## src/rtl/core/pica_pkg.sv

```systemverilog
// Shared types and constants for the PI controller datapath.
package pica_pkg;

	localparam int GAIN_W    = 8;
	localparam int SAMPLE_W  = 10;
	localparam int ERR_W     = 10;
	localparam int PROD_W    = 20;
	localparam int MAG_W     = 19;
	localparam int QUOT_W    = 13;
	localparam int ACC_W     = 16;
	localparam int RECIP_W   = 13;
	localparam int DIVPROD_W = MAG_W + RECIP_W;

	typedef logic signed [ERR_W-1:0]  err_t;
	typedef logic signed [PROD_W-1:0] prod_t;
	typedef logic signed [QUOT_W-1:0] quot_t;
	typedef logic signed [ACC_W-1:0]  acc_t;

	typedef enum logic [0:0] {
		REG_PROP_GAIN  = 1'b0,
		REG_INTEG_GAIN = 1'b1
	} reg_idx_t;

	localparam err_t ERR_MAX = 10'sd500;
	localparam err_t ERR_MIN = -10'sd500;

	localparam logic [RECIP_W-1:0] RECIP_100   = 13'd5243;
	localparam int                 RECIP_SHIFT = 19;
	localparam logic [6:0]         DIVISOR     = 7'd100;

	localparam acc_t DRIVE_MAX = 16'sd900;
	localparam acc_t ACC_RESET = 16'sd10;

	localparam logic [GAIN_W-1:0] GAIN_RESET = 8'd2;

endpackage

```

## src/rtl/core/pica_div100.sv

```systemverilog
// Two-stage signed divide by one hundred, truncating toward zero.
module pica_div100 (
	input  logic            clk,
	input  logic            en,
	input  pica_pkg::prod_t x,
	output pica_pkg::quot_t q
);
	import pica_pkg::*;

	logic [MAG_W-1:0]     mag;
	logic [DIVPROD_W-1:0] prod;
	logic [MAG_W-1:0]     mag_s1;
	logic [QUOT_W-1:0]    q0_s1;
	logic                 neg_s1;
	logic [PROD_W-1:0]    back;
	logic signed [PROD_W:0] rem;
	logic [QUOT_W-1:0]    qc;
	quot_t                q_s2;

	always_comb begin
		mag  = x[PROD_W-1] ? MAG_W'(-x) : MAG_W'(x);
		prod = DIVPROD_W'(mag) * DIVPROD_W'(RECIP_100);
	end

	always_ff @(posedge clk) begin
		if (en) begin
			mag_s1 <= mag;
			q0_s1  <= prod[RECIP_SHIFT +: QUOT_W];
			neg_s1 <= x[PROD_W-1];
		end
	end

	always_comb begin
		back = PROD_W'(q0_s1) * PROD_W'(DIVISOR);
		rem  = $signed({2'b00, mag_s1}) - $signed({1'b0, back});
		qc   = (rem < 0) ? q0_s1 - QUOT_W'(1) : q0_s1;
	end

	always_ff @(posedge clk) begin
		if (en) begin
			q_s2 <= neg_s1 ? -$signed(qc) : $signed(qc);
		end
	end

	assign q = q_s2;

endmodule

```

## src/rtl/core/pi_controller_anti_windup.sv

```systemverilog
// PI controller with clamped error and back-calculation anti-windup.
// A word passes the product registers, the divider stages and the output register in turn.
// Throughput: one word per cycle; the integral feedback closes in the last stage.
// The whole pipeline holds while a result waits on out_ready.
// Reset: gains return to 2, the integral to 10, all pipeline valids clear.
module pi_controller_anti_windup (
	input  logic                            clk,
	input  logic                            arst_n,
	input  logic                            cfg_wr_en,
	input  logic [0:0]                      cfg_index,
	input  logic [pica_pkg::GAIN_W-1:0]     cfg_data,
	input  logic                            in_valid,
	output logic                            in_ready,
	input  logic [pica_pkg::SAMPLE_W-1:0]   setpoint,
	input  logic [pica_pkg::SAMPLE_W-1:0]   process_value,
	output logic                            out_valid,
	input  logic                            out_ready,
	output logic [pica_pkg::SAMPLE_W-1:0]   drive,
	output logic                            saturated
);
	import pica_pkg::*;

	logic [GAIN_W-1:0]   prop_gain_q;
	logic [GAIN_W-1:0]   integ_gain_q;
	acc_t                integral_q;
	logic                en;
	logic                v_s1, v_s2, v_s3;
	logic                out_valid_q;
	logic signed [SAMPLE_W:0] diff;
	err_t                err;
	logic [GAIN_W+1:0]   ki3;
	prod_t               ep, ip;
	prod_t               ep_s1, ip_s1;
	quot_t               p_s3, idiv_s3;
	acc_t                p_w, i_w, a_w;
	logic [SAMPLE_W-1:0] drive_q;
	logic                sat_q;

	assign en       = !out_valid_q || out_ready;
	assign in_ready = en;

	always_ff @(posedge clk or negedge arst_n) begin
		if (!arst_n) begin
			prop_gain_q  <= GAIN_RESET;
			integ_gain_q <= GAIN_RESET;
		end else if (cfg_wr_en) begin
			case (reg_idx_t'(cfg_index))
				REG_PROP_GAIN:  prop_gain_q  <= cfg_data;
				REG_INTEG_GAIN: integ_gain_q <= cfg_data;
				default: ;
			endcase
		end
	end

	always_comb begin
		diff = $signed({1'b0, setpoint}) - $signed({1'b0, process_value});
		if (diff > $signed({ERR_MAX[ERR_W-1], ERR_MAX})) begin
			err = ERR_MAX;
		end else if (diff < $signed({ERR_MIN[ERR_W-1], ERR_MIN})) begin
			err = ERR_MIN;
		end else begin
			err = err_t'(diff);
		end
		ki3 = {2'b00, integ_gain_q} + {1'b0, integ_gain_q, 1'b0};
		ep  = PROD_W'(err) * PROD_W'($signed({1'b0, prop_gain_q}));
		ip  = PROD_W'(err) * PROD_W'($signed({1'b0, ki3}));
	end

	always_ff @(posedge clk) begin
		if (en) begin
			ep_s1 <= ep;
			ip_s1 <= ip;
		end
	end

	pica_div100 u_div_p (
		.clk (clk),
		.en  (en),
		.x   (ep_s1),
		.q   (p_s3)
	);

	pica_div100 u_div_i (
		.clk (clk),
		.en  (en),
		.x   (ip_s1),
		.q   (idiv_s3)
	);

	always_ff @(posedge clk or negedge arst_n) begin
		if (!arst_n) begin
			v_s1        <= 1'b0;
			v_s2        <= 1'b0;
			v_s3        <= 1'b0;
			out_valid_q <= 1'b0;
		end else if (en) begin
			v_s1        <= in_valid;
			v_s2        <= v_s1;
			v_s3        <= v_s2;
			out_valid_q <= v_s3;
		end
	end

	always_comb begin
		p_w = ACC_W'(p_s3);
		i_w = ACC_W'(idiv_s3) + integral_q;
		a_w = p_w + i_w;
	end

	always_ff @(posedge clk or negedge arst_n) begin
		if (!arst_n) begin
			integral_q <= ACC_RESET;
		end else if (en && v_s3) begin
			if (a_w > DRIVE_MAX) begin
				integral_q <= DRIVE_MAX - p_w;
			end else if (a_w < 0) begin
				integral_q <= -p_w;
			end else begin
				integral_q <= i_w;
			end
		end
	end

	always_ff @(posedge clk) begin
		if (en && v_s3) begin
			if (a_w > DRIVE_MAX) begin
				drive_q <= SAMPLE_W'(DRIVE_MAX);
				sat_q   <= 1'b1;
			end else if (a_w < 0) begin
				drive_q <= '0;
				sat_q   <= 1'b1;
			end else begin
				drive_q <= SAMPLE_W'(a_w);
				sat_q   <= 1'b0;
			end
		end
	end

	assign out_valid = out_valid_q;
	assign drive     = drive_q;
	assign saturated = sat_q;

endmodule

```

## config.mk

```make
export PLATFORM = sky130hd
export DESIGN_NAME = pi_controller_anti_windup
export DESIGN_NICKNAME = d
export VERILOG_FILES = /design/src/rtl/core/pica_pkg.sv /design/src/rtl/core/pica_div100.sv /design/src/rtl/core/pi_controller_anti_windup.sv
export SDC_FILE = /design/constraint.sdc
export NUM_CORES = 2
export LEC_CHECK = 0
export ABC_AREA = 1
export ABC_CLOCK_PERIOD_IN_PS = 21000
export BUFFER_PORTS_ARGS = -buffer_cell sky130_fd_sc_hd__buf_4
export CELL_PAD_IN_SITES_DETAIL_PLACEMENT = 0
export CELL_PAD_IN_SITES_GLOBAL_PLACEMENT = 1
export CORE_MARGIN = 3
export CORE_UTILIZATION = 40
export DETAILED_ROUTE_END_ITERATION = 8
export PLACE_DENSITY_LB_ADDON = 0.25
export SYNTH_ARGS = -nofsm -noshare
export SYNTH_HDL_FRONTEND = slang
export SYNTH_SLANG_ARGS = --single-unit
export TNS_END_PERCENT = 10
```

## constraint.sdc

```tcl
create_clock -name clk -period 21 [get_ports clk]
set_clock_uncertainty 0.1 [all_clocks]
set_input_delay 2.1 -clock clk [delete_from_list [all_inputs] [get_ports clk]]
set_output_delay 2.1 -clock clk [all_outputs]
set_load 0.01 [all_outputs]
```

* Yosys cells after proc, flatten, opt, wreduce, memory -nomap -nowiden
Cells that the tools add are included. W data, S select, Z words.
Storage, ports and cells: output and inout port bits 13, input bits 34, logic and storage cells 65, bits in registers 178
Operators by class: add/sub/neg operators 14, muxes and demuxes 12, order comparisons 6, reductions and logical operators 6, bitwise operators 1, $mul 6
Operators by type and width (number):
- $mul A19 B13 Y32 const B | 2
- $mux W13 | 4
- $lt A21 B1 Y1 const B | 2
- $sub A19 B20 Y21 | 2
- $mux W19 | 2
- $neg A19 Y19 | 2
- $mul A13 B5 Y18 const B | 2
- $add A13 B16 Y16 | 2
- $mux W16 | 2
- $mux W10 | 3
- $neg A13 Y13 | 2
- $sub A13 B1 Y13 const B | 2
- $mul A10 B11 Y20 | 1
- $mul A10 B9 Y19 | 1
- $gt A16 B11 Y1 const B | 1
- $lt A16 B1 Y1 const B | 1
- $neg A13 Y16 | 1
- $sub A11 B13 Y14 const A | 1
- $gt A11 B10 Y1 const B | 1
- $lt A11 B10 Y1 const B | 1
- $sub A10 B10 Y11 | 1
- $add A8 B9 Y10 | 1
- $reduce_and A2 Y1 | 2
- $reduce_or A2 Y1 | 1
- other kinds (5) | 5

* Longest topological paths before layout
depth after elaboration 6, mapped depth 41, mapped depth without buffers 40

* Cells and area by module
From an unflattened synthesis, not the netlist that was laid out.
Second synthesis, totals: cell total of the unflattened synthesis 3693, area total of the unflattened synthesis 30870.9 um^2
Modules (own cells, without submodules):
- pi_controller_anti_windup | seq. area each 2407.3 um^2, instances 1, cells each 1629, area each 12718.4 um^2
- pica_div100 at u_div_i | seq. area each 1321.3 um^2, instances 1, cells each 1027, area each 9092.5 um^2
- pica_div100 at u_div_p | seq. area each 1321.3 um^2, instances 1, cells each 1037, area each 9059.9 um^2

* Worst setup path before layout
OpenSTA, ideal clock, no wires.
path kind input port to flip-flop, start input setpoint[0] (netlist name), end register ip_s1[18] (data pin), arrival time 8.640 ns, path buffers 1, setup slack 12.000 ns, cell stages on the path 37, path through inv_1 > ha_1 > fa_1 > xnor2_1 > o21ai_0 > a21oi_1 > nand3_1 > nor2_1 > nand2_1 > a21oi_4 > nor3_4 > inv_1 > buf_2 > nand2_1 > fa_1 > inv_1 > fa_1 > inv_1 > fa_1 > inv_1 > fa_1 > inv_1 > fa_1 > inv_1 > ha_1 > nand2_1 > inv_1 > nand4_1 > o211ai_1 > a21boi_0 > o21ai_0 > a21boi_0 > nor2_1 > nor2_1 > nor2_1 > nor2_1 > xor2_1
On the way: longest elaborated chain between the ends 5
RTL lines:
- start: declaration | line pi_controller_anti_windup.sv:14 | input logic [pica_pkg::SAMPLE_W-1:0] setpoint,
- $sub A10 B10 Y11 * | line pi_controller_anti_windup.sv:56 | diff = $signed({1'b0, setpoint}) - $signed({1'b0, process_value});
- $lt A11 B10 Y1 | line pi_controller_anti_windup.sv:59 | end else if (diff < $signed({ERR_MIN[ERR_W-1], ERR_MIN})) begin
- $mux W10 | line pi_controller_anti_windup.sv:59
- $mux W10 * | line pi_controller_anti_windup.sv:57 | if (diff > $signed({ERR_MAX[ERR_W-1], ERR_MAX})) begin
- $mul A10 B11 Y20 * | line pi_controller_anti_windup.sv:66 | ip = PROD_W'(err) * PROD_W'($signed({1'b0, ki3}));
- via ip[18] | line pi_controller_anti_windup.sv:32 | prod_t ep, ip;
- end signal: assignment | line pi_controller_anti_windup.sv:72 | ip_s1 <= ip;
- end: declaration | line pi_controller_anti_windup.sv:33 | prod_t ep_s1, ip_s1;
Mark *: on every way through the listed nets, which the timed path passes. The rest lies on a longest branch. A chain may end at the register's enable or synchronous reset.

* Final worst setup path
start input setpoint[2] (netlist name), end register ip_s1[18] (data pin)
The elaborated chain is that of the path after synthesis.

==> qor.txt <==
CTS tree = built
Multi-input gate area = 21360 um^2
EDFF count, synth = 138
Reg clk slew, reported paths = 0.07 ns
First-pass GRT wire length = 112200 um
# H-tree levels = 4
Crit Path Class = in2reg
Ys Warns = 0
Clock sink count = 174
Max Cap Viol = 0
Syn Std Cell Area = 29670 um^2
Mapped Cells = 3468
Total CTS buffers = 17
Status = complete, no violations
CP Data Required Time = 21.12 ns
Setup TNS = 0 ns
Buffers on Ports = 46
CP top delay family = adder cells
Core area = 73210 um^2
Drt first pass iters = 5
CP arrival = 9.80 ns
Pre-CTS setup slack = 10.80 ns
Gr usage total = 17.93%
Vias in the first global route = 22050
Avg Cell Area, Syn = 8.556 um^2
Register area share after synthesis = 17.02%
Root buffer cell = clkbuf_16
Pin count of the biggest net entering global routing = 75
FFs w/ async S/R, synth = 20.69%
Max clock buf depth = 2
Final #Nets = 4410
RSZ-0062 raised after global routing = no
Hold WC Path Type = reg2reg
GP Congestion = 0.8458
Synth Net Count = 4367
Reg area = 5050 um^2
Die footprint = 77490 um^2
Post-route ant nets = 0
N_diodes = 0
Max Clk Rate = 103.3 MHz
Via Count = 21250
Drt wl/cell = 14.74 um
Via density = 4.739
Non-Filler Instances = 4483
Critical Path Sink Type = flop
Crit path largest cell delay = 0.70 ns
Final hold violation count = 0
CP max FO = 11
Hold-fix buffers, CTS = 0
Minimum clock period = 9.680 ns
Top FF cell, synth = edfxtp_1
Initial Utilization = 40.53%
Final worst setup slack = 11.32 ns
Worst slew pin tran = 1.127 ns
Share of cells above drive strength 1 = 3.632%
Clk_lat worst skew = 0.48 ns
P&R area growth vs syn = 6.945%
Bufs and invs on worst path = 7
# DRC = 0
IO Pins = 47
Placed Instances = 4451
Slowest CP cell = a21oi_1
Final setup fails = 0
Worst Setup Start Kind = primary input
Yosys cell types = 55
Grt total ovfl = 0
Drt total wl = 66090 um
Slew Viols, Final = 0
Final period util = 46.10%
Fillers = 7496
Initial antenna violation count = 1
Slew HR = 24.61%
Starting DRT DRC Count = 886
Flops & latches, synth = 174
Die width = 278.4 um
DP Wirelength = 57480 um
Setup bufs post-CTS = 0
CTS resizes = 0
Die height = 278.4 um
Worst hold margin = 0.3751 ns
Rows = 99
path summary, 6_finish.rpt:
check | from | to | slack, ns | cells past startpoint
max | setpoint[2] | ip_s1[18] | 11.32 | 36
min | v_s1 | v_s2 | 0.38 | 2
max reg2reg | ip_s1[0] | u_div_i.q0_s1[11] | 13.34 | 25
min reg2reg | v_s1 | v_s2 | 0.38 | 2
max in group asynchronous | arst_n | integ_gain_q[1] | 18.95 | 1
min in group asynchronous | arst_n | integral_q[7] | 1.48 | 1
per-layer routing:
metal | GRT usage [%] | share of wire [%]
met5 | 0 | 0
met4 | 3.195 | 1.1
met3 | 1.829 | 2.9
met2 | 29.42 | 46
met1 | 25.96 | 50
worst reg2reg max path: cells and delay by family, from the launching register on:
| kind | cells | cell delay [ns] |
|---|---|---|
| simple gates | 11 | 1.86 |
| flops | 1 | 0.51 |
| compound gates | 3 | 0.78 |
| xor+xnor | 2 | 0.65 |
| fa+ha+maj | 7 | 2.97 |
| buf+inv | 2 | 0.55 |
flip-flops by register name, summed over array words and instances, names as in the netlist, 8 cells and up:
| name | cells |
|---|---|
| integ_gain_q | 8 |
| ep_s1 | 19 |
| u_div_p.q0_s1 | 13 |
| u_div_i.q | 13 |
| u_div_i.q0_s1 | 13 |
| u_div_p.mag_s1 | 17 |
| integral_q | 16 |
| u_div_p.q | 13 |
| ip_s1 | 20 |
| u_div_i.mag_s1 | 17 |
| drive | 10 |
| prop_gain_q | 8 |
through the flow:
stage,area [um^2],utilization [%]
global route,31730,43.35
global placement,31160,42.56
detailed placement,31160,42.56
floorplan,29670,-
finish,31730,43.35
CTS,31730,43.35
area by class of cell:
type	count	share of cell area (%)
clock buffers	19	1.431
clock inverters	13	0.3864
inverters	830	9.841
multi-input cells	2432	67.32
flip-flops and latches	174	15.91
well taps	959	3.781
repair buffers	56	1.325
layout by cell type, fill, tap and decap left out, types with 18 or more instances in the layout:
cell / count
nor3_1: 19
nand3_1: 122
clkbuf_16: 18
nor2_1: 226
inv_1: 820
nand4_1: 21
fa_1: 335
o21ai_0: 112
a21oi_1: 157
xnor2_1: 40
ha_1: 530
edfxtp_1: 138
nand2_1: 575
buf_4: 56
dfrtp_1: 32
xor2_1: 170
Yosys cell counts, types with 2 or more instances:
cell,n,share of area [%]
nor2_2,2,0.042
and2_1,2,0.042
dfstp_2,4,0.35
xor2_1,170,5.0
buf_4,3,0.076
nand3b_1,9,0.23
nand2_2,5,0.11
inv_2,6,0.076
a21oi_1,157,2.6
nor2_1,227,2.9
nand2_1,575,7.3
o21ai_0,112,1.9
o31ai_1,9,0.23
o21a_1,6,0.15
a21o_1,14,0.35
inv_1,821,10
o21bai_1,10,0.25
nor4_1,7,0.15
o41ai_1,4,0.12
nor3_1,19,0.32
nand3_1,122,2.1
a221oi_1,4,0.12
a21oi_2,2,0.059
or2_2,3,0.063
xnor2_1,41,1.2
clkinv_1,2,0.025
a21boi_0,8,0.20
dfrtp_1,32,2.7
buf_2,9,0.15
clkbuf_1,13,0.16
fa_1,335,23
a211oi_1,3,0.076
edfxtp_1,138,14
a31oi_1,11,0.23
buf_6,2,0.076
o21ai_2,5,0.15
o211ai_1,5,0.13
ha_1,530,22
nand4_1,21,0.44
buf_1,5,0.063
cells by family (layout without fill, tap and decap cells):
kind of cell             after synthesis  after routing  synth area share, %
AND/OR/NAND/NOR                      997            997                13.81
adder cells (fa/ha/maj)              865            865                44.95
buffers and inverters                862            918                11.04
AO/OA/AOI/OAI                        358            358                6.907
XOR/XNOR                             212            212                6.283
flip-flops                           174            174                17.02
Power is left out: the tool's default activity adds up to more than one toggle a clock period on the data nets, which glitch-free logic cannot reach.
